## src/rtl/lkm_pkg.sv

```systemverilog
// shared types and constants of the led keypad two-wire master
package lkm_pkg;

    typedef enum logic [1:0] {
        OP_TICK        = 2'd0,
        OP_SETTINGS    = 2'd1,
        OP_WRITE_DIGIT = 2'd2,
        OP_READ_KEYS   = 2'd3
    } op_t;

    typedef enum logic [1:0] {
        CFG_BRIGHTNESS   = 2'd0,
        CFG_SEVEN_SEG    = 2'd1,
        CFG_LOW_POWER    = 2'd2,
        CFG_DISPLAY_ON   = 2'd3
    } cfg_index_t;

    localparam logic [7:0] CMD_SETTINGS  = 8'h48;
    localparam logic [7:0] CMD_READ_KEYS = 8'h4F;
    localparam logic [7:0] DIGIT_BASE    = 8'h68;
    localparam logic [6:0] LAST_WRITE    = 7'd58;
    localparam logic [6:0] LAST_READ     = 7'd50;

    typedef struct packed {
        op_t        op;
        logic [1:0] digit;
        logic [7:0] segment_pattern;
        logic       sda_in;
    } in_item_t;

    typedef struct packed {
        logic       scl;
        logic       sda_out;
        logic       busy_res;
        logic       done_res;
        logic       key_valid;
        logic [7:0] key_code;
        logic       ack_missing;
    } out_item_t;

    typedef struct packed {
        logic [2:0] brightness;
        logic       seven_segment_mode;
        logic       low_power;
        logic       display_on;
    } cfg_t;

    typedef struct packed {
        logic [6:0] tick_step;
        op_t        transaction_kind;
        logic [7:0] shift_byte;
        logic [7:0] second_byte;
        logic [7:0] received_key;
        logic       nack_seen;
        logic [1:0] line_levels;
    } lkm_state_t;

    function automatic logic [7:0] settings_byte(input cfg_t c);
        settings_byte = {1'b0, c.brightness, c.seven_segment_mode, c.low_power,
                         1'b0, c.display_on};
    endfunction

endpackage

```

## src/rtl/lkm_tick.sv

```systemverilog
// per-tick line sequencing: next state and line levels for one half-bit tick
module lkm_tick import lkm_pkg::*; (
    input  lkm_state_t state_i,
    input  in_item_t   item_i,
    input  cfg_t       cfg_i,
    output lkm_state_t state_o,
    output out_item_t  result_o
);

    lkm_state_t st;
    logic       scl;
    logic       sda;
    logic [6:0] p;
    logic [6:0] last;
    logic [6:0] s;
    logic [6:0] q7;
    logic [4:0] q;
    logic [8:0] prod;
    logic [3:0] bit_idx;
    logic [4:0] sub5;
    logic [1:0] sub;
    logic       rd;
    logic       reload;

    always_comb begin
        st       = state_i;
        result_o = '0;
        scl      = 1'b1;
        sda      = 1'b1;
        p        = '0;
        last     = LAST_WRITE;
        s        = '0;
        q7       = '0;
        q        = '0;
        prod     = '0;
        bit_idx  = '0;
        sub5     = '0;
        sub      = '0;
        rd       = 1'b0;
        reload   = 1'b0;

        // request on an idle tick
        if (st.tick_step == 7'd0 && item_i.op != OP_TICK) begin
            st.transaction_kind = item_i.op;
            unique case (item_i.op)
                OP_SETTINGS: begin
                    st.shift_byte  = CMD_SETTINGS;
                    st.second_byte = settings_byte(cfg_i);
                end
                OP_WRITE_DIGIT: begin
                    st.shift_byte  = DIGIT_BASE + {5'd0, item_i.digit, 1'b0};
                    st.second_byte = item_i.segment_pattern;
                end
                OP_READ_KEYS: begin
                    st.shift_byte  = CMD_READ_KEYS;
                    st.second_byte = 8'd0;
                end
                default: begin
                    st.shift_byte  = state_i.shift_byte;
                    st.second_byte = state_i.second_byte;
                end
            endcase
            st.nack_seen    = 1'b0;
            st.received_key = 8'd0;
            st.tick_step    = 7'd1;
        end

        if (st.tick_step == 7'd0) begin
            scl = st.line_levels[1];
            sda = st.line_levels[0];
        end else begin
            p    = st.tick_step - 7'd1;
            rd   = (st.transaction_kind == OP_READ_KEYS);
            last = rd ? LAST_READ : LAST_WRITE;
            result_o.busy_res = 1'b1;
            if (p >= last - 7'd2) begin
                // stop
                s   = p - (last - 7'd2);
                scl = (s >= 7'd1);
                sda = (s >= 7'd2);
            end else if (p < 7'd2) begin
                // start
                scl = (p == 7'd0);
                sda = 1'b0;
            end else if (p < 7'd29 || !rd) begin
                // written byte and its ack slot
                q7      = (p < 7'd29) ? (p - 7'd2) : (p - 7'd29);
                q       = q7[4:0];
                reload  = (p < 7'd29) && !rd;
                if (q < 5'd24) begin
                    prod    = 9'(q) * 9'd11;
                    bit_idx = prod[8:5];
                    sub5    = q - {bit_idx, 1'b0} - {1'b0, bit_idx};
                    sub     = sub5[1:0];
                    scl     = (sub == 2'd1);
                    sda     = st.shift_byte[7];
                    if (sub == 2'd2) begin
                        if (bit_idx == 4'd7) begin
                            sda = 1'b1;
                        end
                        st.shift_byte = {st.shift_byte[6:0], 1'b0};
                    end
                end else begin
                    scl = (q == 5'd25);
                    sda = 1'b1;
                    if (q == 5'd25 && item_i.sda_in) begin
                        st.nack_seen = 1'b1;
                    end
                    if (q == 5'd26 && reload) begin
                        st.shift_byte = st.second_byte;
                    end
                end
            end else if (p < 7'd45) begin
                // key read bits
                sda = 1'b1;
                if (!p[0]) begin
                    scl = 1'b0;
                end else begin
                    scl = 1'b1;
                    st.received_key = {st.received_key[6:0], item_i.sda_in};
                end
            end else begin
                // master not-ack
                scl = (p == 7'd46);
                sda = 1'b1;
            end

            if (p >= last) begin
                result_o.done_res = 1'b1;
                if (rd) begin
                    result_o.key_valid = 1'b1;
                    result_o.key_code  = st.received_key;
                end
                st.tick_step = 7'd0;
                scl = 1'b1;
                sda = 1'b1;
            end else begin
                st.tick_step = st.tick_step + 7'd1;
            end
        end

        st.line_levels       = {scl, sda};
        result_o.scl         = scl;
        result_o.sda_out     = sda;
        result_o.ack_missing = st.nack_seen;
        state_o              = st;
    end

endmodule

```

## src/rtl/led_keypad_two_wire_master.sv

```systemverilog
// top level of the led keypad two-wire master: registers, handshakes and settings
// Each transfer on the s_ channel is one half-bit tick of the bus timer and yields exactly one
// result transfer on the m_ channel carrying the scl and sda drive levels for that tick plus
// busy, done, key and ack status. The block takes one tick per clock cycle while m_ready does
// not hold back the result; a tick passes through the input register, then the result register,
// before its result is offered on m_, and the tick sequencer between them is combinational.
// Write transactions span 59 ticks and a key read 51 ticks. Settings are written through the
// cfg_ port and sampled when a send settings request starts.
module led_keypad_two_wire_master import lkm_pkg::*; (
    input  logic       aclk,
    input  logic       aresetn,
    input  logic       s_valid,
    output logic       s_ready,
    input  in_item_t   s_data,
    output logic       m_valid,
    input  logic       m_ready,
    output out_item_t  m_data,
    input  logic       cfg_valid,
    output logic       cfg_ready,
    input  cfg_index_t cfg_index,
    input  logic [7:0] cfg_data
);

    logic       in_vld_reg;
    logic       in_vld_next;
    in_item_t   in_item_reg;
    logic       out_vld_reg;
    logic       out_vld_next;
    out_item_t  out_item_reg;
    lkm_state_t state_reg;
    lkm_state_t state_next;
    cfg_t       cfg_reg;
    cfg_t       cfg_next;
    out_item_t  result;
    logic       advance;

    lkm_tick u_tick (
        .state_i  (state_reg),
        .item_i   (in_item_reg),
        .cfg_i    (cfg_reg),
        .state_o  (state_next),
        .result_o (result)
    );

    assign advance   = in_vld_reg && (!out_vld_reg || m_ready);
    assign s_ready   = !in_vld_reg || advance;
    assign m_valid   = out_vld_reg;
    assign m_data    = out_item_reg;
    assign cfg_ready = 1'b1;

    always_comb begin
        in_vld_next = in_vld_reg;
        if (s_ready) begin
            in_vld_next = s_valid;
        end
        out_vld_next = out_vld_reg;
        if (advance) begin
            out_vld_next = 1'b1;
        end else if (m_ready) begin
            out_vld_next = 1'b0;
        end
        cfg_next = cfg_reg;
        if (cfg_valid) begin
            unique case (cfg_index)
                CFG_BRIGHTNESS: cfg_next.brightness         = cfg_data[2:0];
                CFG_SEVEN_SEG:  cfg_next.seven_segment_mode = cfg_data[0];
                CFG_LOW_POWER:  cfg_next.low_power          = cfg_data[0];
                CFG_DISPLAY_ON: cfg_next.display_on         = cfg_data[0];
                default:        cfg_next                    = cfg_reg;
            endcase
        end
    end

    always_ff @(posedge aclk) begin
        if (!aresetn) begin
            in_vld_reg  <= 1'b0;
            out_vld_reg <= 1'b0;
            cfg_reg     <= '0;
            state_reg   <= '{tick_step: 7'd0, transaction_kind: OP_TICK, shift_byte: 8'd0,
                             second_byte: 8'd0, received_key: 8'd0, nack_seen: 1'b0,
                             line_levels: 2'b11};
        end else begin
            in_vld_reg  <= in_vld_next;
            out_vld_reg <= out_vld_next;
            cfg_reg     <= cfg_next;
            if (advance) begin
                state_reg <= state_next;
            end
        end
    end

    always_ff @(posedge aclk) begin
        if (s_valid && s_ready) begin
            in_item_reg <= s_data;
        end
        if (advance) begin
            out_item_reg <= result;
        end
    end

endmodule

```

## config.mk

```make
export PLATFORM = sky130hd
export DESIGN_NAME = led_keypad_two_wire_master
export DESIGN_NICKNAME = d
export VERILOG_FILES = /design/src/rtl/lkm_pkg.sv /design/src/rtl/lkm_tick.sv /design/src/rtl/led_keypad_two_wire_master.sv
export SDC_FILE = /design/constraint.sdc
export NUM_CORES = 1
export LEC_CHECK = 0
export ABC_AREA = 1
export BUFFER_PORTS_ARGS = -buffer_cell sky130_fd_sc_hd__buf_2
export CAP_MARGIN = 10
export CELL_PAD_IN_SITES_DETAIL_PLACEMENT = 1
export CELL_PAD_IN_SITES_GLOBAL_PLACEMENT = 1
export CORE_MARGIN = 2
export CORE_UTILIZATION = 37
export DETAILED_ROUTE_END_ITERATION = 10
export GPL_TIMING_DRIVEN = 0
export PLACE_DENSITY = 0.7
export SLEW_MARGIN = 40
export SYNTH_ARGS = -nofsm -noshare
export SYNTH_HDL_FRONTEND = slang
export SYNTH_SLANG_ARGS = --single-unit
```

## constraint.sdc

```tcl
create_clock -name aclk -period 6.9 [get_ports aclk]
set_input_delay 0.69 -clock aclk [delete_from_list [all_inputs] [get_ports aclk]]
set_output_delay 0.69 -clock aclk [all_outputs]
set_load 0.03 [all_outputs]
```

After elaboration in Yosys (flattened, before gate mapping):

Cells that the tools add are included.

* register bits after elaboration: 71
* bits of input ports: 28
* logic and storage cells: 124

* add/subtract/negate cells: 9
* multipliers: 1
* magnitude comparators: 8
* equal/unequal tests: 13
* mux-type cells: 43
* bitwise operators: 2
* reduce and logical (&&, ||, !) cells: 24

Operators with widths (count)
* 8-bit 2-to-1 mux: 10
* 16-bit case mux with 3 select lines: 1
* 9-bit 2-to-1 mux: 4
* 34-bit 2-to-1 mux: 1
* 7-bit zero test: 3
* 1-bit 2-to-1 mux: 21
* 7-bit 2-to-1 mux: 2
* 2-bit == test (second input constant): 6
* 11-bit 2-to-1 mux: 1
* 5-bit == test (second input constant): 2
* 10-bit 2-to-1 mux: 1
* 5-bit by 4-bit multiplier with 9-bit output (second input constant): 1
* 7-bit by 3-bit adder with 8-bit output (first input constant): 1
* 2-bit AND reduction: 4
* 7-bit by 1-bit adder with 7-bit output (second input constant): 1
* 7-bit by 6-bit == test with 1-bit output (second input constant): 1
* 7-bit by 1-bit greater-or-equal comparator with 1-bit output (second input constant): 1
* 7-bit by 2-bit greater-or-equal comparator with 1-bit output (second input constant): 1
* 7-bit by 6-bit greater-or-equal comparator with 1-bit output: 1
* 7-bit greater-or-equal comparator: 1
* 7-bit by 2-bit < comparator with 1-bit output (second input constant): 1
* 7-bit by 5-bit < comparator with 1-bit output (second input constant): 1
* 7-bit by 6-bit < comparator with 1-bit output (second input constant): 1
* 7-bit by 1-bit subtractor with 7-bit output (second input constant): 1
* 18 further kinds: 32

Depth between registers and ports, before layout:

Gate-level depths: netlist (run 1).

* depth after elaboration: 17
* depth in mapped cells: 40
* mapped depth without buffers: 40

Hierarchy:

From an unflattened synthesis (run 1), not the netlist that was laid out.

* cell total of the unflattened synthesis: 733
* area total of the unflattened synthesis: 5228.8 um2

Modules (own cells, without submodules)
* led_keypad_two_wire_master: instances 1, cells each 317, area each 2854.0 um2, sequential area each 1691.6 um2
* lkm_tick: instances 1, cells each 416, area each 2374.8 um2, sequential area each 0.0 um2

Worst setup path after synthesis (run 1):

Ideal clock, no wire load.

* path kind: register to register
* start point: register state_reg[29] (netlist bit)
* end point: register out_item_reg (netlist bit m_data[13]) (data pin)
* arrival: 5361 ps
* required time: 6638 ps
* slack: 1276 ps
* stages on the path, launching flop included: 37
* buffers on the path: 1
* path through: dfxtp_1 > buf_6 > nor2_4 > and2_4 > nand2_4 > nand2_1 > inv_1 > ha_1 > or2_2 > nand2_1 > inv_1 > ha_1 > nand3_1 > nand2_2 > nand3_4 > nand2_4 > nand2_1 > o21ai_4 > ha_1 > inv_1 > fa_1 > inv_1 > ha_1 > nand2_1 > nand2_1 > o21bai_1 > a21oi_1 > xor2_1 > ha_1 > xor2_1 > inv_1 > nand3_1 > nand2_1 > nor2_1 > nand3_1 > a21oi_1 > or2_2

RTL lines
* from (decl): RTL line led_keypad_two_wire_master.sv:30 `lkm_state_t state_reg;`
* from (signal assigned): RTL line led_keypad_two_wire_master.sv:79 `state_reg <= '{tick_step: 7'd0, transaction_kind: OP_TICK, shift_byte: 8'd0,`
* from (signal assigned): RTL line led_keypad_two_wire_master.sv:87 `state_reg <= state_next;`
* to (signal assigned): RTL line led_keypad_two_wire_master.sv:97 `out_item_reg <= result;`
* to (decl): RTL line led_keypad_two_wire_master.sv:29 `out_item_t out_item_reg;`

Worst setup path in the final report (run 1):

* start point: register in_item_reg[11] (netlist bit)
* end point: register state_reg[22] (netlist bit)

* word-level cells in the longest chain between the ends: 16
* elaborated cells between the ends (all ways): 35
* classes of those cells: add/sub: 6; mul: 1; order compare: 4; eq/ne: 6; mux: 11; reduce/logical: 7

RTL lines
* from (decl): RTL line led_keypad_two_wire_master.sv:26 `in_item_t in_item_reg;`
* from (signal assigned): RTL line led_keypad_two_wire_master.sv:94 `in_item_reg <= s_data;`
* 2-bit nonzero test: RTL line lkm_tick.sv:43 `if (st.tick_step == 7'd0 && item_i.op != OP_TICK) begin`
* 1-bit logical AND: RTL line lkm_tick.sv:43
* 34-bit 2-to-1 mux (*): RTL line lkm_tick.sv:43
* 7-bit by 1-bit subtractor with 7-bit output: RTL line lkm_tick.sv:72 `p = st.tick_step - 7'd1;`
* 7-bit by 5-bit < comparator with 1-bit output (tied with other cells): RTL line lkm_tick.sv:85, lkm_tick.sv:87, lkm_tick.sv:89
* 5-bit 2-to-1 mux: RTL line lkm_tick.sv:87 `q7 = (p < 7'd29) ? (p - 7'd2) : (p - 7'd29);`
* 5-bit by 4-bit multiplier with 9-bit output: RTL line lkm_tick.sv:91 `prod = 9'(q) * 9'd11;`
* 2-bit subtractor (2 in a row): RTL line lkm_tick.sv:93 `sub5 = q - {bit_idx, 1'b0} - {1'b0, bit_idx};`
* 2-bit == test: RTL line lkm_tick.sv:97 `if (sub == 2'd2) begin`
* 8-bit 2-to-1 mux: RTL line lkm_tick.sv:97
* 8-bit 2-to-1 mux: RTL line lkm_tick.sv:90 `if (q < 5'd24) begin`
* 8-bit 2-to-1 mux: RTL line lkm_tick.sv:85 `end else if (p < 7'd29 || !rd) begin`
* 8-bit 2-to-1 mux: RTL line lkm_tick.sv:81 `end else if (p < 7'd2) begin`
* 8-bit 2-to-1 mux: RTL line lkm_tick.sv:76 `if (p >= last - 7'd2) begin`
* 8-bit 2-to-1 mux (*): RTL line lkm_tick.sv:68 `if (st.tick_step == 7'd0) begin`

Every way passes the cells marked *; elsewhere a longest branch is shown, timed or not.
A chain may end at the register's enable or synchronous reset.

==> impl_results.md, run 1 <==
- Run status: complete, no violations
- Area grow syn2layout: 14.9%
- Reg2reg path depth: 40
- Layout Cells excl Fill: 873
- Clk buf depth: 2
- IO Count: 45
- Hold Crit Depth: 2
- Die Ht: 117 um
- Drt initial violations: 119
- Vias in the first global route: 4345
- Hold Crit Class: flop to flop
- DR top layer: met4
- Initial Util: 0.375
- Power density cells: 536 mW/mm2
- DP Area: 0.00510 mm2
- Cell type with the largest total area after synthesis: dfxtp_1
- Number of port buffers: 38
- Final nets: 748
- Setup CP Type: flop to flop
- Sequential Area: 0.00169 mm2
- Synth top area share: 0.188
- Final instance area: 0.00539 mm2
- Post-route ant nets: 0
- M1 wire length: 6220 um
- Max Fclk: 0.158 GHz
- Tightest Pin Transition: 0.645 ns
- TNS Setup: 0 ns
- Maximum fanout along the worst path: 10
- Post-synthesis sequential area ratio: 0.360
- # DRC: 0
- CP Data Required Time: 7.17 ns
- Routed wl met3: 398 um
- Post-synth EDFFs: 27
- CP endpoint kind: flop
- Pre-antenna DRT Iters: 4
- Worst path arrival time: 6.61 ns
- Footprint of the multi-input gates: 0.00254 mm2
- Final WS setup: 0.568 ns
- Fill cell count: 1649
- Die area: 0.0136 mm2
- DIE WIDTH: 117 um
- DR vias/cell: 4.96
- Yosys warnings: 0
- Gr ovfl total: 0
- Worst Setup Start Kind: flop
- Clock sinks: 71
- Worst R2R Setup Slack: 0.57 ns
- Slew Limit Fails: 0
- First-pass GRT wire length: 21800 um
- Initial antenna violation count: 0
- Placed insts: 857
- Total track usage: 0.209
- Largest net degree at the start of global routing: 24
- Endpoints failing hold: 0
- Row cnt: 41
- Syn_area_per_cell: 7.25 um2
- H-tree depth: 3
- Root buf cell: clkbuf_16
- Top_reg_cell synth: dfxtp_1
- Wirelength per Cell: 15.2 um
- Critical-path top delay cell: fa_1
- Mapped Area: 0.00469 mm2
- Max incr delay on CP: 0.49 ns
- Pleak: 2.49 nW
- Setup slack at placement: 0.123 ns
- Fin crit period: 6.33 ns
- Final WL: 13300 um
- Syn Inst Count: 647
- Syn nets: 699
- # diodes: 0
- Max_slew headroom: 0.570
- Final setup fails: 0
- Hold_buf cts: 0
- Most frequent cells in the layout: nand2_1 (137), inv_1 (98), nor2_1 (53), nand3_1 (49), a21oi_1 (47)
- Max FFs per register: 36
- #FFs+latches synth: 71
- Worst-skew pair later-pin latency: 0.34 ns
- CTS clk-pin slew, worst paths: 0.06 ns
- Maximum vdd drop: 0.000326 V
- Total setup buffers inserted after CTS: 0
- Commonest non-fill, non-tap cell in the layout: nand2_1
- Fraction of layout cells with a size suffix above 1: 0.165
- Final HPWL from detailed placement: 10300 um
- RSZ-0062 raised after global routing: false
- Max Cap Viol: 0
- Core Box Area: 0.0125 mm2
- Final worst-path cycle share: 0.918
- Clk_skew: 0.0100 ns
- CTS tree: built
- Vias: 4327
- CTS buffer count: 9
- Crit path top cell by count: nand2_1
- Met2 WL post-DR: 6450 um
- Synth unique cells: 48
- Asr flop ratio synth: 0
- Area contributors post-synth: dfxtp_1 (19%), edfxtp_1 (17%), nand2_1 (11%), inv_1 (7.9%), ha_1 (6.1%)
- GP Congestion: 0.864
[layout make-up]
cell class | count | area share
Buffer | 17 | 0.0155
Clock buffer | 13 | 0.0464
Clock inverter | 3 | 0.00371
Inverter | 107 | 0.0747
Multi-Input combinational cell | 452 | 0.470
Sequential cell | 71 | 0.314
Tap cell | 172 | 0.0399
Timing Repair Buffer | 38 | 0.0353
[where the power goes]
| part | switching (mW) | total [mW] | leakage [nW] | internal [mW] |
|---|---|---|---|---|
| Clock | 0.177 | 0.430 | 0.127 | 0.253 |
| Combinational | 1.26 | 1.96 | 1.74 | 0.699 |
| Sequential | 0.0168 | 0.498 | 0.624 | 0.481 |
[path summary, 6_finish.rpt]
check,start,to
min reg2reg,cfg_reg[1],cfg_reg[1]
min,cfg_reg[1],cfg_reg[1]
max reg2reg,in_item_reg[11],state_reg[22]
max,in_item_reg[11],state_reg[22]
[cells in the mapped netlist, types with 2 or more instances]
cell type,count
nand2_1,138
inv_1,99
nor2_1,54
nand3_1,49
a21oi_1,47
dfxtp_1,44
o21ai_0,37
edfxtp_1,27
ha_1,23
clkbuf_1,13
a31oi_1,10
nand2_2,10
nand4_1,10
nand2_4,8
xor2_1,8
inv_2,7
nor2_4,7
nor2_2,5
or2_2,5
and2_1,4
nor3_1,4
o211ai_1,4
nand3_2,3
nor4_1,3
o21ai_1,3
buf_6,2
o21bai_1,2
[cell families after synthesis]
family          share of synthesized area
compound gates                      0.131
xor+xnor                           0.0184
fa+ha+maj                          0.0656
buf+inv                             0.103
flops                               0.360
other cells                      0.000799
simple gates                        0.320
[worst max-delay path: cells and delay by family (launching register included)]
family                   cells  cell delay [ns]
AND/OR/NAND/NOR             22             2.37
adder cells (fa/ha/maj)      6             1.82
buffers and inverters        7             0.81
AO/OA/AOI/OAI                3             0.46
XOR/XNOR                     2             0.41
flip-flops                   1             0.38
[timing repair]
item	in CTS	in global routing
endpoints found under the setup margin	0	12
resized for setup	0	8
hold endpoints to repair	0	0
[through the flow]
| step | utilization | hold WS (ns) | total power [mW] |
|---|---|---|---|
| after global routing | 0.431 | 0.499 | 3.21 |
| after CTS | 0.429 | 0.470 | 2.85 |
| after floorplan | - | 0.425 | 1.97 |
| after detailed placement | 0.407 | 0.459 | 2.40 |
| after global placement | 0.407 | 0.444 | 2.32 |
| final | 0.431 | 0.464 | 2.89 |
[routing by layer]
layer	up-vias	global-route usage
met5	-	0
met4	0	0.0722
met3	14	0.0332
met2	67	0.360
met1	2054	0.268
li1	2192	-
Power figures use the tool's default switching activity.
==> inputs of run 2 (changes only) <==
--- a/config.mk
+++ b/config.mk
@@ -10,7 +10,6 @@
 export CAP_MARGIN = 10
 export CELL_PAD_IN_SITES_DETAIL_PLACEMENT = 1
 export CELL_PAD_IN_SITES_GLOBAL_PLACEMENT = 1
-export CORE_MARGIN = 2
 export CORE_UTILIZATION = 37
 export DETAILED_ROUTE_END_ITERATION = 10
 export GPL_TIMING_DRIVEN = 0
==> constraint.sdc (replaced) <==
create_clock -name aclk -period 6.8 [get_ports aclk]
set_input_delay 0.68 -clock aclk [delete_from_list [all_inputs] [get_ports aclk]]
set_output_delay 0.68 -clock aclk [all_outputs]
set_load 0.03 [all_outputs]
==> run 2 against run 1 <==
Final cell count is 0.23% lower. Clock power is 1% higher. Highest routed layer unchanged. Sequential power is 1% higher. Largest power group unchanged. Cell area is 0.46% higher. Combinational power hardly changed. Die area is 3.4% lower. Sequential cell count stayed put. Clock-buffer cell count is 4 lower. First-iteration DRC count is 64% higher.
==> impl_results.md, run 2 (synthesis results as in run 1) <==
- Die area: 0.0131 mm2 (was 0.0136 mm2)
- GP Congestion: 0.886 (was 0.864)
- Final WL: 12900 um (was 13300 um)
- CP Data Required Time: 7.07 ns (was 7.17 ns)
- Max Cap Viol: 0 (unchanged)
- Pleak: 2.51 nW (was 2.49 nW)
- Maximum vdd drop: 0.000338 V (was 0.000326 V)
- Most frequent cells in the layout: nand2_1 (136), inv_1 (98), nor2_1 (53), nand3_1 (49), a21oi_1 (47) (was nand2_1 (137), inv_1 (98), nor2_1 (53), nand3_1 (49), a21oi_1 (47))
- First-pass GRT wire length: 21300 um (was 21800 um)
- Worst Path Buf+Inv: 7 (unchanged)
- Critical path depth in cells: 40 (unchanged)
- IO Count: 45 (unchanged)
- CTS clk-pin slew, worst paths: 0.06 ns (about the same)
- Critical path's top delay family: simple AND/OR/NAND/NOR gates (unchanged)
- Final core occ: 0.444 (was 0.431)
- Reg2reg path depth: 40 (unchanged)
- Final worst-path cycle share: 0.908 (was 0.918)
- Gr ovfl total: 0 (unchanged)
- Die Ht: 115 um (was 117 um)
- Setup CP Type: flop to flop (unchanged)
- Clk buf depth: 2 (unchanged)
- Max incr delay on CP: 0.49 ns (about the same)
- Initial antenna violation count: 0 (unchanged)
- Hold_buf cts: 0 (unchanged)
- Row cnt: 40 (was 41)
- Run status: complete, no violations (unchanged)
- Area grow syn2layout: 15.4% (was 14.9%)
- Hold Crit Class: flop to flop (unchanged)
- Worst Setup Start Kind: flop (unchanged)
- Critical-path top delay cell: fa_1 (unchanged)
- Crit path top cell by count: nand2_1 (unchanged)
- Fraction of layout cells with a size suffix above 1: 0.174 (was 0.165)
- Vias in the first global route: 4422 (was 4345)
- Worst-skew pair later-pin latency: 0.34 ns (about the same)
- Root buf cell: clkbuf_16 (unchanged)
- DR vias/cell: 4.99 (was 4.96)
- CTS buffer count: 9 (unchanged)
- Initial Util: 0.384 (was 0.375)
- Vias: 4349 (was 4327)
- Maximum fanout along the worst path: 10 (unchanged)
- Worst path arrival time: 6.44 ns (was 6.61 ns)
- TNS Setup: 0 ns (unchanged)
- RSZ-0062 raised after global routing: false (unchanged)
- Slew Limit Fails: 0 (unchanged)
- # diodes: 0 (unchanged)
- Clock sinks: 71 (unchanged)
- DIE WIDTH: 115 um (was 117 um)
- Hold Crit Depth: 2 (unchanged)
- Total track usage: 0.212 (was 0.209)
- # DRC: 0 (unchanged)
- Max FFs per register: 36 (unchanged)
- Largest net degree at the start of global routing: 24 (unchanged)
- Wirelength per Cell: 14.8 um (was 15.2 um)
- Tightest Pin Transition: 0.686 ns (was 0.645 ns)
- Power density cells: 538 mW/mm2 (was 536 mW/mm2)
- Post-route ant nets: 0 (unchanged)
- CTS tree: built (unchanged)
- Core Box Area: 0.0122 mm2 (was 0.0125 mm2)
- Fin crit period: 6.18 ns (was 6.33 ns)
- Final HPWL from detailed placement: 10100 um (was 10300 um)
- Drt initial violations: 195 (was 119)
- Max Fclk: 0.162 GHz (was 0.158 GHz)
- Final nets: 750 (was 748)
- Number of port buffers: 38 (unchanged)
- H-tree depth: 3 (unchanged)
- Max_slew headroom: 0.542 (was 0.570)
- Final setup fails: 0 (unchanged)
- Pre-antenna DRT Iters: 4 (unchanged)
- CP endpoint kind: flop (unchanged)
- Endpoints failing hold: 0 (unchanged)
- Clk_skew: 0.00702 ns (was 0.0100 ns)
- Commonest non-fill, non-tap cell in the layout: nand2_1 (unchanged)
==> run 2: cell types whose count changed in the layout (fill, tap and decap cells not counted), sizes merged <==
cell    before  now
clkbuf      26   22
clkinv       3    6
buf         42   44
inv        106  107
==> run 2: worst paths after layout <==
kind / start / to / slack [ns]
setup / recovery: in_item_reg[11] / state_reg[22] / 0.62
hold / removal: cfg_reg[0] / cfg_reg[0] / 0.46
setup reg to reg: in_item_reg[11] / state_reg[22] / 0.62
hold reg to reg: cfg_reg[0] / cfg_reg[0] / 0.46
==> run 2: timing repair <==
action	4_1_cts	5_1_grt
gates resized for setup	0	8
setup endpoints to repair	0	12
setup buffers	0	2
==> run 2: per-stage QoR <==
step	setup WS, ns	cell area (um2)	power [mW]	instances	hold WS, ns
after floorplan	1.18	4690	2.00	647	0.425
after global placement	0.400	5090	2.36	853	0.445
after detailed placement	0.278	5090	2.41	853	0.454
after CTS	0.233	5370	2.86	869	0.462
after global routing	0.0316	5420	3.22	871	0.491
final	0.624	5420	2.92	871	0.458
==> run 2: worst register-to-register path: cells and delay by family, from the launching register on <==
| kind | cells | cell delay [ns] |
|---|---|---|
| compound gates | 3 | 0.49 |
| xor+xnor | 2 | 0.42 |
| fa+ha+maj | 6 | 1.72 |
| buf+inv | 7 | 0.79 |
| flops | 1 | 0.37 |
| simple gates | 22 | 2.31 |
==> run 2: power breakdown <==
| part | switching (mW) | internal [mW] |
|---|---|---|
| logic | 1.26 | 0.714 |
| clock network | 0.189 | 0.247 |
| registers | 0.0171 | 0.488 |
==> run 2: final cells by class <==
type / count / area, um2
Clock inverter: 7 / 48.8
Timing Repair Buffer: 40 / 205
Fill cell: 1592 / 6800
Clock buffer: 9 / 225
Sequential cell: 71 / 1690
Multi-Input combinational cell: 452 / 2550
Inverter: 107 / 403
Tap cell: 168 / 210
Buffer: 17 / 83.8
==> run 2: metal layers <==
| metal | vias up | global-route usage | wire, um |
|---|---|---|---|
| li1 | 2192 | - | - |
| met1 | 2078 | 0.264 | 5960 |
| met2 | 68 | 0.370 | 6370 |
| met3 | 11 | 0.0371 | 390 |
| met4 | 0 | 0.0693 | 193 |
| met5 | - | 0 | 0 |
